$ cat src/mnls_pkg.sv
// ----------------------------------------------------------------------------
// mnls_pkg
// Shared types and constants of the mono legato note stack: item structs,
// event codes, register indexes, sequencer states and reset values.
// ----------------------------------------------------------------------------
package mnls_pkg;

   localparam int STACK_DEPTH_DEF = 32;

   typedef enum logic [1:0] {
      FN_NOTE_ON  = 2'd0,
      FN_NOTE_OFF = 2'd1,
      FN_CTRL     = 2'd2,
      FN_BEND     = 2'd3
   } func_type;

   typedef enum logic [1:0] {
      CSR_CHANNEL_FILTER = 2'd0,
      CSR_SLOT1_CTRL     = 2'd1,
      CSR_SLOT2_CTRL     = 2'd2
   } csr_index_type;

   typedef enum logic [2:0] {
      ST_IDLE,
      ST_WALK,
      ST_SHIFT,
      ST_TOP,
      ST_DONE
   } state_type;

   localparam logic [6:0]  CC_ALL_NOTES_OFF = 7'd123;
   localparam logic [6:0]  CC_MOD_WHEEL     = 7'd1;
   localparam logic [6:0]  NOTE_RESET       = 7'd60;
   localparam logic [13:0] BEND_CENTRE      = 14'd8192;
   localparam logic [6:0]  SLOT1_RESET      = 7'd74;
   localparam logic [6:0]  SLOT2_RESET      = 7'd71;
   localparam logic [4:0]  FILTER_OMNI      = 5'd0;

   typedef struct packed {
      func_type    func;
      logic [4:0]  channel;
      logic [6:0]  key_number;
      logic [6:0]  data_value;
      logic [13:0] bend_value;
   } req_type;

   typedef struct packed {
      logic        gate;
      logic [6:0]  pitch_note;
      logic [6:0]  note_velocity;
      logic [5:0]  held_count;
      logic [6:0]  mod_wheel;
      logic [6:0]  slot1_value;
      logic [6:0]  slot2_value;
      logic [13:0] bend_position;
   } rsp_type;

endpackage

$ cat src/mnls_stack_mem.sv
// ----------------------------------------------------------------------------
// mnls_stack_mem
// Key stack storage: one write port, one read port, registered read data.
// ----------------------------------------------------------------------------
module mnls_stack_mem
   import mnls_pkg::*;
#(
   parameter int STACK_DEPTH = STACK_DEPTH_DEF,
   parameter int AW          = $clog2(STACK_DEPTH)
) (
   input  logic          clock,
   input  logic          mem_we,
   input  logic [AW-1:0] mem_waddr,
   input  logic [6:0]    mem_wdata,
   input  logic          mem_re,
   input  logic [AW-1:0] mem_raddr,
   output logic [6:0]    mem_rdata
);

   logic [6:0] mem_array [STACK_DEPTH];
   logic [6:0] rdata_ff;

   always_ff @(posedge clock) begin
      if (mem_we) begin
         mem_array[mem_waddr] <= mem_wdata;
      end
   end

   always_ff @(posedge clock) begin
      if (mem_re) begin
         rdata_ff <= mem_array[mem_raddr];
      end
   end

   assign mem_rdata = rdata_ff;

endmodule

$ cat src/mnls_ctrl.sv
// ----------------------------------------------------------------------------
// mnls_ctrl
// Event sequencer: applies one item to the held-key state, compacting the
// key stack one entry per cycle through the stack memory.
// ----------------------------------------------------------------------------
module mnls_ctrl
   import mnls_pkg::*;
#(
   parameter int STACK_DEPTH = STACK_DEPTH_DEF,
   parameter int AW          = $clog2(STACK_DEPTH),
   parameter int LW          = $clog2(STACK_DEPTH + 1)
) (
   input  logic          clock,
   input  logic          reset,
   input  logic          start,
   input  logic          pass,
   input  req_type       item,
   input  logic [6:0]    slot1_ctrl,
   input  logic [6:0]    slot2_ctrl,
   input  logic          load,
   output logic          busy,
   output logic          done,
   output rsp_type       snapshot,
   output logic          mem_we,
   output logic [AW-1:0] mem_waddr,
   output logic [6:0]    mem_wdata,
   output logic          mem_re,
   output logic [AW-1:0] mem_raddr,
   input  logic [6:0]    mem_rdata
);

   localparam logic [LW-1:0] DEPTH_L = LW'(STACK_DEPTH);
   localparam logic [LW-1:0] ONE_L   = LW'(1);

   state_type state_ff, state_in;

   logic [LW-1:0] len_ff, len_in;
   logic [LW-1:0] rd_ptr_ff, rd_ptr_in;
   logic [LW-1:0] wr_ptr_ff, wr_ptr_in;
   logic          rd_pend_ff, rd_pend_in;
   logic          gate_ff, gate_in;
   logic [6:0]    note_ff, note_in;
   logic [6:0]    vel_ff, vel_in;
   logic [6:0]    mod_ff, mod_in;
   logic [6:0]    slot1_ff, slot1_in;
   logic [6:0]    slot2_ff, slot2_in;
   logic [13:0]   bend_ff, bend_in;
   logic [6:0]    key_ff, key_in;
   logic [6:0]    data_ff, data_in;
   logic          push_ff, push_in;

   logic walk_end;
   logic wr_full;
   logic is_note;

   assign walk_end = (rd_ptr_ff == len_ff) && !rd_pend_ff;
   assign wr_full  = (wr_ptr_ff == DEPTH_L);
   assign is_note  = (item.func == FN_NOTE_ON) || (item.func == FN_NOTE_OFF);

   always_comb begin
      state_in = state_ff;
      unique case (state_ff)
         ST_IDLE: begin
            if (start) begin
               state_in = (pass && is_note) ? ST_WALK : ST_DONE;
            end
         end
         ST_WALK: begin
            if (walk_end) begin
               priority if (push_ff && wr_full) begin
                  state_in = ST_SHIFT;
               end else if (!push_ff && (wr_ptr_ff != '0)) begin
                  state_in = ST_TOP;
               end else begin
                  state_in = ST_DONE;
               end
            end
         end
         ST_SHIFT: begin
            if (walk_end) begin
               state_in = ST_DONE;
            end
         end
         ST_TOP: begin
            state_in = ST_DONE;
         end
         ST_DONE: begin
            if (load) begin
               state_in = ST_IDLE;
            end
         end
         default: begin
            state_in = ST_IDLE;
         end
      endcase
   end

   always_comb begin
      len_in     = len_ff;
      rd_ptr_in  = rd_ptr_ff;
      wr_ptr_in  = wr_ptr_ff;
      rd_pend_in = 1'b0;
      gate_in    = gate_ff;
      note_in    = note_ff;
      vel_in     = vel_ff;
      mod_in     = mod_ff;
      slot1_in   = slot1_ff;
      slot2_in   = slot2_ff;
      bend_in    = bend_ff;
      key_in     = key_ff;
      data_in    = data_ff;
      push_in    = push_ff;
      mem_we     = 1'b0;
      mem_waddr  = '0;
      mem_wdata  = key_ff;
      mem_re     = 1'b0;
      mem_raddr  = '0;
      unique case (state_ff)
         ST_IDLE: begin
            if (start) begin
               key_in    = item.key_number;
               data_in   = item.data_value;
               push_in   = (item.func == FN_NOTE_ON) && (item.data_value != '0);
               rd_ptr_in = '0;
               wr_ptr_in = '0;
               if (pass) begin
                  unique case (item.func)
                     FN_CTRL: begin
                        if (item.key_number == CC_ALL_NOTES_OFF) begin
                           len_in  = '0;
                           gate_in = 1'b0;
                        end else begin
                           if (item.key_number == CC_MOD_WHEEL) begin
                              mod_in = item.data_value;
                           end
                           if (item.key_number == slot1_ctrl) begin
                              slot1_in = item.data_value;
                           end
                           if (item.key_number == slot2_ctrl) begin
                              slot2_in = item.data_value;
                           end
                        end
                     end
                     FN_BEND: begin
                        bend_in = item.bend_value;
                     end
                     default: begin
                     end
                  endcase
               end
            end
         end
         ST_WALK, ST_SHIFT: begin
            if (rd_ptr_ff != len_ff) begin
               mem_re     = 1'b1;
               mem_raddr  = rd_ptr_ff[AW-1:0];
               rd_ptr_in  = rd_ptr_ff + ONE_L;
               rd_pend_in = 1'b1;
            end
            if (rd_pend_ff && ((state_ff == ST_SHIFT) || (mem_rdata != key_ff))) begin
               mem_we    = 1'b1;
               mem_waddr = wr_ptr_ff[AW-1:0];
               mem_wdata = mem_rdata;
               wr_ptr_in = wr_ptr_ff + ONE_L;
            end
            if (walk_end) begin
               if (push_ff) begin
                  if ((state_ff == ST_WALK) && wr_full) begin
                     // drop the oldest entry: copy 1..D-1 down by one
                     rd_ptr_in = ONE_L;
                     wr_ptr_in = '0;
                  end else begin
                     mem_we    = 1'b1;
                     mem_waddr = wr_ptr_ff[AW-1:0];
                     mem_wdata = key_ff;
                     len_in    = wr_ptr_ff + ONE_L;
                     note_in   = key_ff;
                     vel_in    = data_ff;
                     gate_in   = 1'b1;
                  end
               end else begin
                  len_in = wr_ptr_ff;
                  if (wr_ptr_ff != '0) begin
                     mem_re    = 1'b1;
                     mem_raddr = AW'(wr_ptr_ff - ONE_L);
                  end else begin
                     gate_in = 1'b0;
                  end
               end
            end
         end
         ST_TOP: begin
            note_in = mem_rdata;
         end
         ST_DONE: begin
         end
         default: begin
         end
      endcase
   end

   always_ff @(posedge clock) begin
      if (reset) begin
         state_ff   <= ST_IDLE;
         len_ff     <= '0;
         rd_pend_ff <= 1'b0;
         gate_ff    <= 1'b0;
         note_ff    <= NOTE_RESET;
         vel_ff     <= '0;
         mod_ff     <= '0;
         slot1_ff   <= '0;
         slot2_ff   <= '0;
         bend_ff    <= BEND_CENTRE;
      end else begin
         state_ff   <= state_in;
         len_ff     <= len_in;
         rd_pend_ff <= rd_pend_in;
         gate_ff    <= gate_in;
         note_ff    <= note_in;
         vel_ff     <= vel_in;
         mod_ff     <= mod_in;
         slot1_ff   <= slot1_in;
         slot2_ff   <= slot2_in;
         bend_ff    <= bend_in;
      end
   end

   always_ff @(posedge clock) begin
      rd_ptr_ff <= rd_ptr_in;
      wr_ptr_ff <= wr_ptr_in;
      key_ff    <= key_in;
      data_ff   <= data_in;
      push_ff   <= push_in;
   end

   assign busy = (state_ff != ST_IDLE);
   assign done = (state_ff == ST_DONE);

   always_comb begin
      snapshot.gate          = gate_ff;
      snapshot.pitch_note    = note_ff;
      snapshot.note_velocity = vel_ff;
      snapshot.held_count    = 6'(len_ff);
      snapshot.mod_wheel     = mod_ff;
      snapshot.slot1_value   = slot1_ff;
      snapshot.slot2_value   = slot2_ff;
      snapshot.bend_position = bend_ff;
   end

   a_len_bound: assert property (@(posedge clock) disable iff (reset)
      len_ff <= DEPTH_L)
      else $error("stack length beyond depth");

   a_gate_tracks_len: assert property (@(posedge clock) disable iff (reset)
      gate_ff == (len_ff != '0))
      else $error("gate disagrees with held key count");

   a_wr_behind_rd: assert property (@(posedge clock) disable iff (reset)
      ((state_ff == ST_WALK) || (state_ff == ST_SHIFT)) |-> (wr_ptr_ff <= rd_ptr_ff))
      else $error("compaction write pointer overtook read pointer");

   a_no_port_clash: assert property (@(posedge clock) disable iff (reset)
      (mem_we && mem_re) |-> (mem_waddr != mem_raddr))
      else $error("read and write of the same stack entry in one cycle");

   a_done_holds: assert property (@(posedge clock) disable iff (reset)
      ((state_ff == ST_DONE) && !load) |=> (state_ff == ST_DONE))
      else $error("result dropped before hand-off");

endmodule

$ cat src/midi_mono_legato_note_stack_top.sv
// ----------------------------------------------------------------------------
// midi_mono_legato_note_stack_top
// Mono legato MIDI receiver with last-note-priority key stack.
//
// Usage:
//   req_* carries one MIDI event item (note on, note off, control change,
//   pitch bend) and its channel. Every accepted item yields exactly one
//   rsp_* item: a snapshot of gate, pitch, velocity, held key count and
//   the latched controller and bend values after the event.
//   csr_* writes the channel filter (0 = omni) and the two slot controller
//   numbers; write them only while the block is idle.
//   Filtered, control change and bend items go straight to the result;
//   note items walk the stack, reading each held entry once, plus a
//   fetch of the new top after a release; for a new key pushed onto a
//   full stack, the stack is then copied down once more.
//   One item is in work at a time; req_stall is high while it runs. A
//   finished item waits in the output register, and the next item is
//   taken meanwhile. While rsp_stall is high the output holds and a
//   second finished item waits inside the sequencer.
//   Reset: the stack empties, pitch 60, bend 8192, all else 0; filter
//   omni, slots 74 and 71. No clearing pass is needed.
// ----------------------------------------------------------------------------
module midi_mono_legato_note_stack_top
   import mnls_pkg::*;
#(
   parameter int STACK_DEPTH = STACK_DEPTH_DEF
) (
   input  logic       clock,
   input  logic       reset,
   input  logic       req_valid,
   output logic       req_stall,
   input  req_type    req_data,
   output logic       rsp_valid,
   input  logic       rsp_stall,
   output rsp_type    rsp_data,
   input  logic       csr_we,
   input  logic [1:0] csr_index,
   input  logic [6:0] csr_wdata
);

   localparam int AW = $clog2(STACK_DEPTH);
   localparam int LW = $clog2(STACK_DEPTH + 1);

   logic [4:0] filter_ff;
   logic [6:0] slot1_ctrl_ff;
   logic [6:0] slot2_ctrl_ff;

   logic       rsp_valid_ff, rsp_valid_in;
   rsp_type    rsp_data_ff;

   logic       busy;
   logic       done;
   logic       start;
   logic       pass;
   logic       load;
   rsp_type    snapshot;

   logic          mem_we;
   logic [AW-1:0] mem_waddr;
   logic [6:0]    mem_wdata;
   logic          mem_re;
   logic [AW-1:0] mem_raddr;
   logic [6:0]    mem_rdata;

   always_ff @(posedge clock) begin
      if (reset) begin
         filter_ff     <= FILTER_OMNI;
         slot1_ctrl_ff <= SLOT1_RESET;
         slot2_ctrl_ff <= SLOT2_RESET;
      end else if (csr_we) begin
         unique case (csr_index)
            CSR_CHANNEL_FILTER: filter_ff     <= csr_wdata[4:0];
            CSR_SLOT1_CTRL:     slot1_ctrl_ff <= csr_wdata;
            CSR_SLOT2_CTRL:     slot2_ctrl_ff <= csr_wdata;
            default: begin
            end
         endcase
      end
   end

   assign req_stall = busy;
   assign start     = req_valid && !busy;
   assign pass      = (filter_ff == FILTER_OMNI) || (req_data.channel == filter_ff);
   assign load      = done && (!rsp_valid_ff || !rsp_stall);

   assign rsp_valid_in = load || (rsp_valid_ff && rsp_stall);

   always_ff @(posedge clock) begin
      if (reset) begin
         rsp_valid_ff <= 1'b0;
      end else begin
         rsp_valid_ff <= rsp_valid_in;
      end
   end

   always_ff @(posedge clock) begin
      if (load) begin
         rsp_data_ff <= snapshot;
      end
   end

   assign rsp_valid = rsp_valid_ff;
   assign rsp_data  = rsp_data_ff;

   mnls_ctrl #(
      .STACK_DEPTH (STACK_DEPTH),
      .AW          (AW),
      .LW          (LW)
   ) u_ctrl (
      .clock      (clock),
      .reset      (reset),
      .start      (start),
      .pass       (pass),
      .item       (req_data),
      .slot1_ctrl (slot1_ctrl_ff),
      .slot2_ctrl (slot2_ctrl_ff),
      .load       (load),
      .busy       (busy),
      .done       (done),
      .snapshot   (snapshot),
      .mem_we     (mem_we),
      .mem_waddr  (mem_waddr),
      .mem_wdata  (mem_wdata),
      .mem_re     (mem_re),
      .mem_raddr  (mem_raddr),
      .mem_rdata  (mem_rdata)
   );

   mnls_stack_mem #(
      .STACK_DEPTH (STACK_DEPTH),
      .AW          (AW)
   ) u_stack_mem (
      .clock     (clock),
      .mem_we    (mem_we),
      .mem_waddr (mem_waddr),
      .mem_wdata (mem_wdata),
      .mem_re    (mem_re),
      .mem_raddr (mem_raddr),
      .mem_rdata (mem_rdata)
   );

endmodule
$ cat config.mk
export PLATFORM = sky130hd
export DESIGN_NAME = midi_mono_legato_note_stack_top
export DESIGN_NICKNAME = d
export VERILOG_FILES = /design/src/mnls_pkg.sv /design/src/mnls_stack_mem.sv /design/src/mnls_ctrl.sv /design/src/midi_mono_legato_note_stack_top.sv
export SDC_FILE = /design/constraint.sdc
export NUM_CORES = 1
export LEC_CHECK = 0
export BUFFER_PORTS_ARGS = -buffer_cell sky130_fd_sc_hd__buf_2
export CAP_MARGIN = 25
export CORE_ASPECT_RATIO = 1.75
export CORE_MARGIN = 2
export CORE_UTILIZATION = 30
export DETAILED_ROUTE_END_ITERATION = 10
export SETUP_SLACK_MARGIN = 0.4
export SYNTH_ARGS = -nofsm -noshare
export SYNTH_HDL_FRONTEND = slang
export SYNTH_SLANG_ARGS = --single-unit
$ cat constraint.sdc
create_clock -name clock -period 5.2 [get_ports clock]
set_clock_uncertainty 0.2 [all_clocks]
set_input_delay 0.78 -clock clock [delete_from_list [all_inputs] [get_ports clock]]
set_output_delay 0.78 -clock clock [all_outputs]
set_load 0.01 [all_outputs]
==> out/qor.csv <==
stage,metric,value,unit
grt,gr-usage-met3,1.78,%
route,firstDrtPassIters,5,
grt,grt_busiest_layer,met2,
placement,detailed_place_hpwl,28200,um
timing,slew_headroom,30.4,%
cells_and_area,final_cell_mix,"edfxtp_1, mux2i_1, nor2_1",
grt,met1_usage,13.5,%
worst_hold_path,min_to,rsp_data[1],
clock_network,root_buffer,clkbuf_16,
placement,port_buffers,106,
placement,place_congestion,0.956,
grt,grt_usage,14.1,%
timing,fmax,0.213,GHz
worst_setup_path,crit_type,flip-flop to flip-flop,
cells_and_area,final_common_cell,edfxtp_1,
grt,grt_overflow,0,
cells_and_area,n_antenna_cell,0,
yosys,synthAdderAreaFrac,0.392,%
yosys,synth_warnings,0,
cells_and_area,n_fill_cell,5040,
yosys,synth-xor-area-share,2.62,%
route,drt-total-wl,39500,um
outcome,status,finished clean,
worst_setup_path,critPathCaptureType,flip-flop,
grt,grt_pass1_vias,9864,
floorplanning,die_h,309,um
yosys,ys_ff_latch,394,
clock_network,clk_pin_slew,70,ps
route,ant_nets,0,
pwr,sequentialPowerShare,51.1,%
worst_setup_path,critPathLaunchType,flip-flop,
timing,rsz0062_at_grt,yes,
clock_network,cts-htree-levels,2,
yosys,syn_nets,1156,
worst_setup_path,rr_worst_depth,13,
timing,finalWorstSetupSlack,506,ps
pwr,p_int,5.32,mW
route,viasPerCell,4.95,
route,route.detailed.drc,0,
clock_network,cts_buffer_depth,3,
floorplanning,io_pins,107,
clock_network,cts.sinks,394,
timing,post-route-period-util,90.3,%
grt,grt_antenna_before_repair,0,
timing,setup_tns,0,ps
clock_network,clk-insertion-delay-late,550,ps
worst_hold_path,hold-path-cell-count,0,
worst_setup_path,cp_data_arrival_time,4780,ps
worst_setup_path,rrSetupSlack,510,ps
clock_network,cts_tree,built,
yosys,syn_area,0.0160,mm^2
floorplanning,num_rows,111,
yosys,synthArstFlopShare,0,%
pwr,ir_worst_vdd,197,uV
pwr,p_clk_share,38.1,%
cells_and_area,nNetsFinal,1287,
clock_network,cts_setup_buffers,0,
yosys,syn_inst,1102,
worst_setup_path,rr_endpoint,u_stack_mem.mem_rdata[6],
worst_setup_path,startpoint,u_ctrl.rd_ptr_ff[1],
timing,slew_viol_final,0,
yosys,synthMuxAreaShare,11.8,%
floorplanning,core,0.0525,mm^2
pwr,switchingPower,1.73,mW
timing,period_needed,4690,ps
timing,setup_viol,0,
placement,placed_area,0.0174,mm^2
clock_network,cts_buffers,36,
cells_and_area,drive_gt1_share,17.8,%
grt,grt_pass1_wl,58200,um
job,drv_cap,0,
timing,final_hold_viol_count,0,
clock_network,postCtsHoldBufs,0,
worst_setup_path,r2r_start,u_ctrl.rd_ptr_ff[1],
route,drtIter0Drc,545,
yosys,postSynthAreaPerCell,14.5,um^2
pwr,p_leak,6.66,nW
yosys,synthSimpleGateAreaFrac,8.64,%
worst_hold_path,min_from,u_ctrl.bend_ff[1],
grt,grt_max_degree,72,
pwr,p_per_area,378,mW/mm^2
route,vias,9590,
worst_hold_path,min_path_type,flip-flop to flip-flop,
route,wire_per_inst,20.4,um
worst_setup_path,cp_max_fo,71,
cells_and_area,post-route-cell-area,0.0186,mm^2
floorplanning,initial_core_util,30.4,%
yosys,yosysSeqAreaShare,69.1,%
placement,place_ws,419,ps
cells_and_area,syn_to_final_growth,16.7,%
yosys,synth-compound-area-share,5.79,%
cells_and_area,utilization,35.5,%
yosys,synth_cell_type_count,64,
pwr,swShare,24.5,%
pwr,p_comb_share,10.8,%
timing,worst_slew_pin_slew,1040,ps
pwr,power.total,7.05,mW
yosys,synth_ff_type,edfxtp_1,
grt,gr-usage-met2,27.9,%
yosys,synth_top_family_by_area,multiplexers,
floorplanning,die_area,0.0552,mm^2
yosys,synth_edf_count,314,
floorplanning,die_w,178,um
worst_setup_path,required,5290,ps
==> Yosys cell counts, types with 5 or more instances <==
master    count  area share (%)
edfxtp_1    314              59
mux2i_1     164              10
nor2_1      132             3.1
dfxtp_1      80              10
nand2_1      46             1.1
nand3_1      31            0.97
xnor2_1      27             1.5
clkbuf_1     25            0.59
o21ai_0      21            0.66
o22ai_1      21            0.82
a21oi_1      19            0.60
xor2_1       19             1.0
inv_1        17            0.40
a221oi_1     15            0.82
a211o_1      14            0.77
nor4_1       14            0.55
nor3_1       13            0.41
buf_2        11            0.34
a32oi_1       8            0.44
mux2_2        7            0.49
mux4_2        7            0.99
nand4_1       7            0.27
o32ai_1       7            0.38
or3_1         6            0.24
ha_1          5            0.39
nand2b_1      5            0.20
==> power by group through the flow <==
stage                     logic (mW)  registers, mW  clock network (mW)
after floorplan                0.479           3.66                   0
after global placement         0.757           3.67                   0
after detailed placement       0.762           3.67                   0
after CTS                      0.764           3.60                2.74
after global routing           0.825           3.61                2.86
final                          0.763           3.60                2.69
==> registers in the layout, indices dropped and copies added (netlist names), 3 cells and up <==
name,cells
slot2_ctrl_ff,7
u_ctrl.slot2_ff,7
slot1_ctrl_ff,7
u_stack_mem.mem_rdata,7
u_ctrl.vel_ff,7
u_ctrl.slot1_ff,7
u_ctrl.state_ff,3
u_ctrl.note_ff,7
u_ctrl.key_ff,7
filter_ff,5
u_ctrl.mod_ff,7
u_ctrl.rd_ptr_ff,6
u_ctrl.wr_ptr_ff,6
u_ctrl.bend_ff,14
rsp_data,56
u_ctrl.len_ff,6
u_ctrl.data_ff,7
u_stack_mem.mem_array,224
==> timing repair <==
| action | in CTS | in global routing |
|---|---|---|
| setup endpoints to repair | 0 | 4 |
| endpoints found under the hold margin | 0 | 0 |
| resized for setup | 0 | 4 |
==> worst max-delay path by stage <==
stage | to | slack (ps) | depth (start not counted)
floorplan | rsp_data[0] | 1060 | 4
finish | u_stack_mem.mem_rdata[6] | 510 | 13
global placement | u_stack_mem.mem_rdata[6] | 450 | 13
global route | u_stack_mem.mem_rdata[6] | 330 | 13
detailed placement | u_stack_mem.mem_rdata[6] | 420 | 13
CTS | u_stack_mem.mem_rdata[6] | 410 | 13
==> critical path: stages, from the launching register on <==
cell	delay (ps)
edfxtp_1	510
xnor2_1	280
nand4_2	300
nor2_2	350
inv_1	260
ha_1	310
and3_1	220
mux2i_4	180
buf_12	440
mux2i_1	310
o22ai_1	200
nor4_2	570
buf_4	210
nand3_1	60
==> through the flow <==
step	hold WS, ps	std cells
6_report	228	1937
5_1_grt	238	1937
4_1_cts	226	1937
3_5_place_dp	212	1873
3_3_place_gp	210	1873
2_1_floorplan	201	1102
==> cell type report <==
| type | count | area (um^2) | share of cell area [%] |
|---|---|---|---|
| sequential | 394 | 11000 | 59.2 |
| inverter | 17 | 63.8 | 0.343 |
| tap | 678 | 848 | 4.55 |
| timing repair buffer | 137 | 776 | 4.16 |
| clock buffer | 45 | 997 | 5.35 |
| clock inverter | 19 | 200 | 1.07 |
| multi-input combinational | 647 | 4710 | 25.3 |
==> cell families after synthesis <==
| kind of cell | count (synthesis) |
|---|---|
| AOI/OAI and AO/OA | 128 |
| xor gates and xnor gates | 47 |
| adders and majority gates | 5 |
| buffers and inverters | 61 |
| DFF | 394 |
| muxes | 178 |
| and+or+nand+nor | 289 |
==> routing by layer <==
metal  share of wire, %  vias to the layer above
met5                  0                        -
met4                5.2                        0
met3                4.1                       91
met2                 56                      289
met1                 35                     4747
li1                   -                     4463
Note: power is estimated with default switching activity, not from simulation.
